==> config.mk <==
export PLATFORM = sky130hd
export DESIGN_NAME = alpha_blend_pixel_compositor
export DESIGN_NICKNAME = d
export VERILOG_FILES = /design/src/abpc_pkg.sv /design/src/abpc_front.sv /design/src/abpc_fifo.sv /design/src/abpc_back.sv /design/src/alpha_blend_pixel_compositor.sv
export SDC_FILE = /design/constraint.sdc
export NUM_CORES = 2
export LEC_CHECK = 0
export BUFFER_PORTS_ARGS = -buffer_cell sky130_fd_sc_hd__buf_2
export CAP_MARGIN = 5
export CORE_UTILIZATION = 45
export DETAILED_ROUTE_END_ITERATION = 16
export GPL_ROUTABILITY_DRIVEN = 0
export GPL_TIMING_DRIVEN = 1
export HOLD_SLACK_MARGIN = 0.06
export PLACE_DENSITY_LB_ADDON = 0.3
export RECOVER_POWER = 100
export SLEW_MARGIN = 10
export SYNTH_ARGS = -nofsm -noshare
export SYNTH_HDL_FRONTEND = slang
export SYNTH_SLANG_ARGS = --single-unit
==> constraint.sdc <==
create_clock -name clk -period 19.6 [get_ports clk]
set_input_delay 3.92 -clock clk [delete_from_list [all_inputs] [get_ports clk]]
set_output_delay 3.92 -clock clk [all_outputs]
set_load 0.01 [all_outputs]
==> src/abpc_pkg.sv <==
// Shared types, register codes and fixed-point helpers of the alpha blend compositor.
`default_nettype none
package abpc_pkg;

  localparam int CfgIndexWidth = 3;
  localparam int CfgDataWidth  = 24;
  localparam int QueueDepth    = 4;

  localparam logic [CfgIndexWidth-1:0] REG_SOURCE_FORMAT      = 3'd0;
  localparam logic [CfgIndexWidth-1:0] REG_DESTINATION_FORMAT = 3'd1;
  localparam logic [CfgIndexWidth-1:0] REG_OPACITY            = 3'd2;
  localparam logic [CfgIndexWidth-1:0] REG_SOURCE_SELECT      = 3'd3;
  localparam logic [CfgIndexWidth-1:0] REG_FILL_COLOR         = 3'd4;

  localparam logic [1:0] SRC_BGR888   = 2'd0;
  localparam logic [1:0] SRC_BGRA8888 = 2'd1;
  localparam logic [1:0] SRC_RGB565   = 2'd2;

  localparam logic DST_BGR888 = 1'b0;
  localparam logic DST_RGB565 = 1'b1;

  localparam logic SEL_PIXEL = 1'b0;
  localparam logic SEL_FILL  = 1'b1;

  typedef struct packed {
    logic [1:0]  source_format;
    logic        destination_format;
    logic [7:0]  opacity;
    logic        source_select;
    logic [23:0] fill_color;
  } cfg_t;

  typedef struct packed {
    logic [7:0]  fg_r;
    logic [7:0]  fg_g;
    logic [7:0]  fg_b;
    logic [7:0]  bg_r;
    logic [7:0]  bg_g;
    logic [7:0]  bg_b;
    logic [15:0] alpha_sum;
    logic        dst565;
    logic [23:0] dest_raw;
  } entry_t;

  // floor(x / 255) for x up to 65279
  function automatic logic [7:0] div255(input logic [15:0] x);
    logic [32:0] p;
    p = {17'd0, x} * 33'd32897;
    return p[30:23];
  endfunction

  function automatic logic [7:0] widen5(input logic [4:0] v);
    logic [12:0] x;
    logic [26:0] p;
    x = {8'd0, v} * 13'd255 + 13'd15;
    p = {14'd0, x} * 27'd8457;
    return p[25:18];
  endfunction

  function automatic logic [7:0] widen6(input logic [5:0] v);
    logic [13:0] x;
    logic [28:0] p;
    x = {8'd0, v} * 14'd255 + 14'd31;
    p = {15'd0, x} * 29'd16645;
    return p[27:20];
  endfunction

  function automatic logic [4:0] narrow5(input logic [7:0] v);
    logic [12:0] x;
    logic [7:0]  q;
    x = {5'd0, v} * 13'd31 + 13'd127;
    q = div255({3'd0, x});
    return q[4:0];
  endfunction

  function automatic logic [5:0] narrow6(input logic [7:0] v);
    logic [13:0] x;
    logic [7:0]  q;
    x = {6'd0, v} * 14'd63 + 14'd127;
    q = div255({2'd0, x});
    return q[5:0];
  endfunction

endpackage
`default_nettype wire

==> src/abpc_front.sv <==
// Front stage: accept an item, unpack source and destination, form the alpha product.
`default_nettype none
module abpc_front (
  input  wire logic            clk,
  input  wire logic            rst,
  input  wire abpc_pkg::cfg_t  cfg,
  input  wire logic            in_valid,
  output logic                 in_ready,
  input  wire logic [31:0]     src_pixel,
  input  wire logic [23:0]     dest_pixel,
  output logic                 out_valid,
  input  wire logic            out_ready,
  output abpc_pkg::entry_t     out_entry
);
  import abpc_pkg::*;

  entry_t     entry_next;
  logic [7:0] salpha;
  logic       dst565;

  assign in_ready = !out_valid || out_ready;
  assign dst565   = cfg.destination_format == DST_RGB565;

  always_comb begin
    entry_next = '0;
    salpha     = 8'd255;
    if (cfg.source_select == SEL_FILL) begin
      entry_next.fg_r = cfg.fill_color[23:16];
      entry_next.fg_g = cfg.fill_color[15:8];
      entry_next.fg_b = cfg.fill_color[7:0];
    end else if (cfg.source_format == SRC_RGB565) begin
      entry_next.fg_r = widen5(src_pixel[15:11]);
      entry_next.fg_g = widen6(src_pixel[10:5]);
      entry_next.fg_b = widen5(src_pixel[4:0]);
    end else begin
      entry_next.fg_r = src_pixel[23:16];
      entry_next.fg_g = src_pixel[15:8];
      entry_next.fg_b = src_pixel[7:0];
      if (cfg.source_format == SRC_BGRA8888) begin
        salpha = src_pixel[31:24];
      end
    end
    if (dst565) begin
      entry_next.bg_r = widen5(dest_pixel[15:11]);
      entry_next.bg_g = widen6(dest_pixel[10:5]);
      entry_next.bg_b = widen5(dest_pixel[4:0]);
    end else begin
      entry_next.bg_r = dest_pixel[23:16];
      entry_next.bg_g = dest_pixel[15:8];
      entry_next.bg_b = dest_pixel[7:0];
    end
    entry_next.alpha_sum = {8'd0, salpha} * {8'd0, cfg.opacity} + 16'd127;
    entry_next.dst565    = dst565;
    entry_next.dest_raw  = dest_pixel;
  end

  always_ff @(posedge clk) begin
    if (rst) begin
      out_valid <= 1'b0;
    end else if (in_ready) begin
      out_valid <= in_valid;
    end
  end

  always_ff @(posedge clk) begin
    if (in_valid && in_ready) begin
      out_entry <= entry_next;
    end
  end

endmodule
`default_nettype wire

==> src/abpc_fifo.sv <==
// Short queue of unpacked items between front and back.
`default_nettype none
module abpc_fifo (
  input  wire logic              clk,
  input  wire logic              rst,
  input  wire logic              wr_valid,
  output logic                   wr_ready,
  input  wire abpc_pkg::entry_t  wr_data,
  output logic                   rd_valid,
  input  wire logic              rd_ready,
  output abpc_pkg::entry_t       rd_data
);
  import abpc_pkg::*;

  localparam int PtrWidth = $clog2(QueueDepth);

  entry_t              mem [QueueDepth];
  logic [PtrWidth-1:0] wr_ptr;
  logic [PtrWidth-1:0] rd_ptr;
  logic [PtrWidth:0]   count;
  logic                push;
  logic                pop;

  assign wr_ready = count != (PtrWidth+1)'(QueueDepth);
  assign rd_valid = count != '0;
  assign rd_data  = mem[rd_ptr];
  assign push     = wr_valid && wr_ready;
  assign pop      = rd_valid && rd_ready;

  always_ff @(posedge clk) begin
    if (rst) begin
      wr_ptr <= '0;
      rd_ptr <= '0;
      count  <= '0;
    end else begin
      if (push) begin
        wr_ptr <= wr_ptr + 1'b1;
      end
      if (pop) begin
        rd_ptr <= rd_ptr + 1'b1;
      end
      if (push && !pop) begin
        count <= count + 1'b1;
      end else if (pop && !push) begin
        count <= count - 1'b1;
      end
    end
  end

  always_ff @(posedge clk) begin
    if (push) begin
      mem[wr_ptr] <= wr_data;
    end
  end

endmodule
`default_nettype wire

==> src/abpc_back.sv <==
// Back pipeline: effective alpha, channel blend, divide and pack into the destination format.
`default_nettype none
module abpc_back (
  input  wire logic              clk,
  input  wire logic              rst,
  input  wire logic              in_valid,
  output logic                   in_ready,
  input  wire abpc_pkg::entry_t  in_entry,
  output logic                   out_valid,
  input  wire logic              out_ready,
  output logic [23:0]            result_pixel,
  output logic                   write_enable
);
  import abpc_pkg::*;

  typedef struct packed {
    logic [7:0]  fg_r;
    logic [7:0]  fg_g;
    logic [7:0]  fg_b;
    logic [7:0]  bg_r;
    logic [7:0]  bg_g;
    logic [7:0]  bg_b;
    logic [7:0]  alpha;
    logic        dst565;
    logic [23:0] dest_raw;
  } alpha_st_t;

  typedef struct packed {
    logic [7:0]  fg_r;
    logic [7:0]  fg_g;
    logic [7:0]  fg_b;
    logic [15:0] sum_r;
    logic [15:0] sum_g;
    logic [15:0] sum_b;
    logic        opaque;
    logic        blank;
    logic        dst565;
    logic [23:0] dest_raw;
  } mix_st_t;

  typedef struct packed {
    logic [7:0]  r;
    logic [7:0]  g;
    logic [7:0]  b;
    logic        blank;
    logic        dst565;
    logic [23:0] dest_raw;
  } chan_st_t;

  logic      en;
  logic      v1, v2, v3;
  alpha_st_t s1;
  mix_st_t   s2;
  chan_st_t  s3;
  logic [7:0] inv_a;

  assign en       = !out_valid || out_ready;
  assign in_ready = en;
  assign inv_a    = 8'd255 - s1.alpha;

  always_ff @(posedge clk) begin
    if (rst) begin
      v1        <= 1'b0;
      v2        <= 1'b0;
      v3        <= 1'b0;
      out_valid <= 1'b0;
    end else if (en) begin
      v1        <= in_valid;
      v2        <= v1;
      v3        <= v2;
      out_valid <= v3;
    end
  end

  always_ff @(posedge clk) begin
    if (en) begin
      s1.fg_r     <= in_entry.fg_r;
      s1.fg_g     <= in_entry.fg_g;
      s1.fg_b     <= in_entry.fg_b;
      s1.bg_r     <= in_entry.bg_r;
      s1.bg_g     <= in_entry.bg_g;
      s1.bg_b     <= in_entry.bg_b;
      s1.alpha    <= div255(in_entry.alpha_sum);
      s1.dst565   <= in_entry.dst565;
      s1.dest_raw <= in_entry.dest_raw;

      s2.fg_r     <= s1.fg_r;
      s2.fg_g     <= s1.fg_g;
      s2.fg_b     <= s1.fg_b;
      s2.sum_r    <= {8'd0, s1.fg_r} * {8'd0, s1.alpha}
                   + {8'd0, s1.bg_r} * {8'd0, inv_a} + 16'd127;
      s2.sum_g    <= {8'd0, s1.fg_g} * {8'd0, s1.alpha}
                   + {8'd0, s1.bg_g} * {8'd0, inv_a} + 16'd127;
      s2.sum_b    <= {8'd0, s1.fg_b} * {8'd0, s1.alpha}
                   + {8'd0, s1.bg_b} * {8'd0, inv_a} + 16'd127;
      s2.opaque   <= s1.alpha == 8'd255;
      s2.blank    <= s1.alpha == 8'd0;
      s2.dst565   <= s1.dst565;
      s2.dest_raw <= s1.dest_raw;

      s3.r        <= s2.opaque ? s2.fg_r : div255(s2.sum_r);
      s3.g        <= s2.opaque ? s2.fg_g : div255(s2.sum_g);
      s3.b        <= s2.opaque ? s2.fg_b : div255(s2.sum_b);
      s3.blank    <= s2.blank;
      s3.dst565   <= s2.dst565;
      s3.dest_raw <= s2.dest_raw;

      write_enable <= !s3.blank;
      if (s3.blank) begin
        result_pixel <= s3.dest_raw;
      end else if (s3.dst565) begin
        result_pixel <= {8'd0, narrow5(s3.r), narrow6(s3.g), narrow5(s3.b)};
      end else begin
        result_pixel <= {s3.r, s3.g, s3.b};
      end
    end
  end

endmodule
`default_nettype wire

==> src/alpha_blend_pixel_compositor.sv <==
// Top level of the source-over alpha blend compositor: configuration registers and stage wiring.
`default_nettype none
// Takes one source/destination pixel pair per clock while s_tready is high and returns one
// result per pair, in order. An item passes one front register, a four-entry queue and a
// four-stage back pipeline; the queue lets the input keep accepting while the output is held.
// Configuration registers take effect for items accepted after the write.
module alpha_blend_pixel_compositor (
  input  wire logic        clk,
  input  wire logic        rst,
  input  wire logic        s_tvalid,
  output logic             s_tready,
  input  wire logic [55:0] s_tdata,   // src_pixel[31:0], dest_pixel[55:32]
  output logic             m_tvalid,
  input  wire logic        m_tready,
  output logic [23:0]      m_tdata,   // result_pixel[23:0]
  output logic             m_tuser,   // write_enable
  input  wire logic        cfg_we,
  input  wire logic [abpc_pkg::CfgIndexWidth-1:0] cfg_index,
  input  wire logic [abpc_pkg::CfgDataWidth-1:0]  cfg_data
);
  import abpc_pkg::*;

  cfg_t   cfg;
  logic   f_valid;
  logic   f_ready;
  entry_t f_entry;
  logic   q_valid;
  logic   q_ready;
  entry_t q_entry;

  always_ff @(posedge clk) begin
    if (rst) begin
      cfg.source_format      <= SRC_BGR888;
      cfg.destination_format <= DST_BGR888;
      cfg.opacity            <= 8'd255;
      cfg.source_select      <= SEL_PIXEL;
      cfg.fill_color         <= 24'd0;
    end else if (cfg_we) begin
      case (cfg_index)
        REG_SOURCE_FORMAT:      cfg.source_format      <= cfg_data[1:0];
        REG_DESTINATION_FORMAT: cfg.destination_format <= cfg_data[0];
        REG_OPACITY:            cfg.opacity            <= cfg_data[7:0];
        REG_SOURCE_SELECT:      cfg.source_select      <= cfg_data[0];
        REG_FILL_COLOR:         cfg.fill_color         <= cfg_data[23:0];
        default: ;
      endcase
    end
  end

  abpc_front u_front (
    .clk          (clk),
    .rst          (rst),
    .cfg          (cfg),
    .in_valid     (s_tvalid),
    .in_ready     (s_tready),
    .src_pixel    (s_tdata[31:0]),
    .dest_pixel   (s_tdata[55:32]),
    .out_valid    (f_valid),
    .out_ready    (f_ready),
    .out_entry    (f_entry)
  );

  abpc_fifo u_fifo (
    .clk      (clk),
    .rst      (rst),
    .wr_valid (f_valid),
    .wr_ready (f_ready),
    .wr_data  (f_entry),
    .rd_valid (q_valid),
    .rd_ready (q_ready),
    .rd_data  (q_entry)
  );

  abpc_back u_back (
    .clk          (clk),
    .rst          (rst),
    .in_valid     (q_valid),
    .in_ready     (q_ready),
    .in_entry     (q_entry),
    .out_valid    (m_tvalid),
    .out_ready    (m_tready),
    .result_pixel (m_tdata),
    .write_enable (m_tuser)
  );

endmodule
`default_nettype wire

# [Word level (Yosys, flattened, before mapping)]
# Memory sizes are Yosys's and may differ from the RTL's. A register that Yosys moved wholly into a read port is not among the register bits.
# Index checks and enable logic that the tools add are counted.
# W data, S select, Z words.
[op_classes] n_eq_ne=8 mul=29 add_sub_neg=21 reduce_logical=21 muxes=17
[ops] op="$mul A16 B16 Y31 const B" n=4
[ops] op="$mux W24" n=5
[ops] op="$mul A8 B8 Y16" n=7
[ops] op="$mul A13 B14 Y26 const B" n=4
[ops] op="$add A16 B7 Y16 const B" n=4
[ops] op="$mul A13 B16 Y28 const B" n=2
[ops] op="$mul A14 B15 Y28 const B" n=2
[ops] op="$add A13 B4 Y13 const B" n=4
[ops] op="$mul A5 B8 Y13 const B" n=4
[ops] op="$add A16 B16 Y16" n=3
[ops] op="$mux W8" n=6
[ops] op="$mul A14 B16 Y29 const B" n=1
[ops] op="$add A14 B5 Y14 const B" n=2
[ops] op="$mul A6 B8 Y14 const B" n=2
[ops] op="$add A13 B7 Y13 const B" n=2
[ops] op="$mul A8 B5 Y13 const B" n=2
[ops] op="$add A14 B7 Y14 const B" n=1
[ops] op="$mul A8 B6 Y14 const B" n=1
[ops] op="$reduce_and A2 Y1" n=5
[ops] op="$eq A8 B8 Y1 const B" n=1
[ops] op="$logic_not A8 Y1" n=1
[ops] op="$sub A8 B8 Y8 const A" n=1
[ops] op="$eq A3 B2 Y1 const B" n=2
[ops] op="$mux W3" n=2
[ops] op="other kinds (16)" n=28
[word_totals] output_inout_bits=27 n_memories=1 word_cells=146 in_bits=88 regBits=392 ram_bits=356
[memory_table] memory="u_fifo.mem" depth=4 width=89 read_ports=1 rd_ports_with_merged_regs=1 wr=1 line="abpc_fifo.sv:17" text="entry_t mem [QueueDepth];"

# [Longest topological paths before layout]
[logic_depth] depth_word=6 mapped_depth=34 mapped_depth_nobuf=34

# [Cells and area by module]
# A second synthesis with hierarchy kept.
[hier_totals] hier_cells=5515 hier_area_um2=66197.2
[by_module_without_submodules] mod="abpc_back" area_per_inst_um2=31447.7 cells_each=2862 seq_area_each_um2=7737.4 n_inst=1
[by_module_without_submodules] mod="abpc_front" area_per_inst_um2=19872.8 cells_each=1984 seq_area_each_um2=2692.6 n_inst=1
[by_module_without_submodules] mod="abpc_fifo" area_per_inst_um2=13282.7 cells_each=513 seq_area_each_um2=10870.4 n_inst=1
[by_module_without_submodules] mod="alpha_blend_pixel_compositor" area_per_inst_um2=1594.0 cells_each=156 seq_area_each_um2=720.7 n_inst=1

# [Worst setup path before layout]
# No wires, ideal clock.
[synth_timing] kind="input to register" startpoint="in s_tdata[8]" endpoint="reg u_front.out_entry[80] in the netlist's numbering (data pin)" slack_ns=7.627 t_arrival_ns=11.704 n_path_buf=0 path_stages=31 setup_ns=0.269 path_cell_list="fa_1 -> inv_1 -> fa_1 -> fa_1 -> inv_1 -> ha_1 -> ha_1 -> and3_4 -> a2111oi_4 -> a21oi_2 -> or4_4 -> a31oi_4 -> xnor2_2 -> and2_1 -> ha_1 -> xor2_1 -> ha_1 -> a21o_1 -> fa_1 -> ha_1 -> ha_1 -> ha_1 -> a21oi_1 -> nand2b_1 -> o311a_1 -> a21oi_1 -> o21ai_0 -> o211a_1 -> o21ai_1 -> xor2_1 -> o221ai_2"
[synth_lines] item="start, declared" line="alpha_blend_pixel_compositor.sv:12" text="input wire logic [55:0] s_tdata,"
[synth_lines] item="end signal, assigned" line="abpc_front.sv:67" text="out_entry <= entry_next;"
[synth_lines] item="end, declared" line="abpc_front.sv:13" text="output abpc_pkg::entry_t out_entry"

==> impl_metrics.tcl <==
set metrics [dict create \
    status "finished, violations left" \
    violations "design-rule violations, max-capacitance violations, max-slew violations" \
    syn_avg_cell_area_sq_um 11.9 \
    busiest_layer "met2" \
    die_w_microns 384 \
    final_cell_mix "ha_1 (1175), inv_1 (848), edfxtp_1 (700)" \
    dp_hpwl_microns 103000 \
    drv_cap 20 \
    fmax_ghz 0.0754 \
    rsz0062_at_grt "false" \
    die_h_microns 384 \
    setup_tns_ns 0 \
    max_slew_margin_pct -254 \
    yosys.cell_types.count 83 \
    netlist_area_sq_um 65500 \
    synthFlopType "edfxtp_1" \
    cts_buffers 81 \
    synth_edf_count 700 \
    dpl.cell_count 7464 \
    drc 10 \
    htreeDepth 3 \
    crit_top_cell "ha_1" \
    grt_pass1_vias 41600 \
    fin_skew_ns 0.0366 \
    vias 39700 \
    wl_microns 133000 \
    ys_seq_area_share_pct 33.6 \
    slew_violations 1047 \
    drive_gt1_share_pct 5.66 \
    ys_warn_count 0 \
    hold_viol 0 \
    root_buffer "clkbuf_16" \
    postRouteAntennaNets 0 \
    clock_path_buffers 3 \
    cts_tree "built" \
    fin_cells 7613 \
    max_stage_delay_ns 0.81 \
    setup_violations 0 \
    tightest_slew_ns 5.28 \
    first_iter_violations 1886 \
    slowest_stage "a2111oi_0" \
    critPathKind "primary input to register" \
    grtUsageMet1_pct 25.5 \
    drt_pass1_iterations 11 \
    syn2layout_area_growth_pct 8.14 \
    globalRouteMet2Util_pct 31.7 \
    antenna_found_initial 7 \
    placementRows 139 \
    syn_nets 7335 \
    arrival_ns 13.70 \
    track_usage_pct 18.6 \
    core-area_sq_um 144000 \
    post-route-util_pct 49.2 \
    clkLatencyLatePin_ns 0.70 \
    final_common_cell "ha_1" \
    synthCells 5528 \
    met3_usage_pct 2.11 \
    cts_setup_buffers 0 \
    grt-ovfl-total 0 \
    routedWlPerCell_microns 17.4 \
    via_per_inst 5.22 \
    pre_cts_ws_ns 6.58 \
    crit_fanout 8 \
    cts_sinks 750 \
    cts-resized-gates 0 \
    ys_ff_latch 750 \
    ios 115 \
    fin_nets 7451 \
    start_kind "primary input" \
    portBuffers 114 \
    layout_setup_ws_ns 6.33 \
    required_ns 20.03 \
    clk_pin_slew_ns 0.06 \
    dieArea_sq_um 147000 \
    period_share_pct 67.7 \
    hp-class "register to register" \
    grt_max_degree 106 \
    grt_pass1_wl_microns 219000 \
    cts_hold_buf 0 \
    crit_path_end_kind "register" \
    fin_crit_ns 13.27 \
    initial_core_util_pct 45.5 \
    synth-async-reset-ratio_pct 0 \
]
==> cells in the mapped netlist (7+ instances only) <==
master     instances  area share, %
or3_1             15           0.14
mux2_2            14           0.24
a21o_1            72           0.82
or4_1              7          0.080
o21ai_1            9          0.069
a21oi_1          192            1.5
o211ai_1          15           0.17
o41ai_1            9           0.12
o31ai_1           11           0.13
xor2_1            90            1.2
mux4_2            89            3.1
dfxtp_1           50            1.5
a211oi_1          19           0.22
edfxtp_1         700             32
o21ai_0          118           0.90
o21a_1            21           0.24
nand2_1          350            2.0
nor3_1            52           0.40
nor2_1           129           0.74
inv_1            849            4.9
clkbuf_1          88           0.50
buf_1             19           0.11
o2111ai_1         10           0.13
nand3b_1          13           0.15
a211o_1           11           0.15
mux2i_1           20           0.31
nand2b_1         116            1.1
a31oi_1           26           0.25
nand4_1           27           0.26
nor2b_1          114            1.1
and3_1            18           0.17
xnor2_1          182            2.4
ha_1            1175             22
o21bai_1          41           0.47
nand3_1           52           0.40
a22oi_1           10           0.11
and2_1           151            1.4
or2_2             13           0.12
fa_1             544             17
==> cells by family after synthesis <==
family / after synthesis / share of synthesized area, %
buffers and inverters: 957 / 5.48
multiplexers: 123 / 3.61
AND/OR/NAND/NOR: 1073 / 8.32
flip-flops: 750 / 33.6
AO/OA/AOI/OAI: 632 / 6.26
XOR/XNOR: 273 / 3.66
adder cells (fa/ha/maj): 1720 / 39.1
==> layout make-up <==
class                      instances  area, sq um
multi-input combinational       3821        39900
timing repair buffer             141          648
sequential                       750        22000
clock buffer                      97         2100
antenna                            1         2.50
tap                             1903         2380
inverter                         849         3190
fill                           12800        73100
clock inverter                    51          626
==> worst max-delay path: cells and delay by family <==
kind / cells / cell delay, ns
AOI/OAI and AO/OA: 11 / 3.07
adders and majority gates: 11 / 4.08
and+or+nand+nor: 4 / 1.04
xor gates and xnor gates: 3 / 0.62
buffers and inverters: 5 / 0.93
==> through the flow <==
| stage | cell area (sq um) | hold slack [ns] |
|---|---|---|
| floorplan | 65500 | 0.400 |
| global placement | 68300 | 0.400 |
| detailed placement | 68300 | 0.405 |
| CTS | 71000 | 0.417 |
| global route | 70900 | 0.422 |
| finish | 70900 | 0.419 |
==> routing by layer <==
metal	up-vias	part of all wire, %
met4	0	1.8
met1	19700	47
met2	583	48
met5	-	0
met3	135	3.5
li1	19300	-
==> sequential cells by signal, summed over array words and instances (netlist names), 2 cells and up, named ones only <==
| signal | flops |
|---|---|
| u_back.s1 | 81 |
| u_front.out_entry | 89 |
| u_fifo.count | 3 |
| u_back.result_pixel | 24 |
| u_back.s3 | 50 |
| cfg | 36 |
| u_back.s2 | 99 |
| u_fifo.mem | 356 |
| u_fifo.wr_ptr | 2 |
| u_fifo.rd_ptr | 2 |
==> worst paths after layout <==
check                      from               endpoint  slack [ns]  depth (start not counted)
hold / removal    u_back.s2[20]          u_back.s3[20]        0.42                          0
hold reg to reg   u_back.s2[20]          u_back.s3[20]        0.42                          0
setup reg to reg       register          u_back.s1[32]       10.21                         15
setup / recovery     s_tdata[5]  u_front.out_entry[80]        6.33                         34
Power is not shown: default switching activity piles up to over one toggle a cycle in this logic, so the estimate is an artifact.
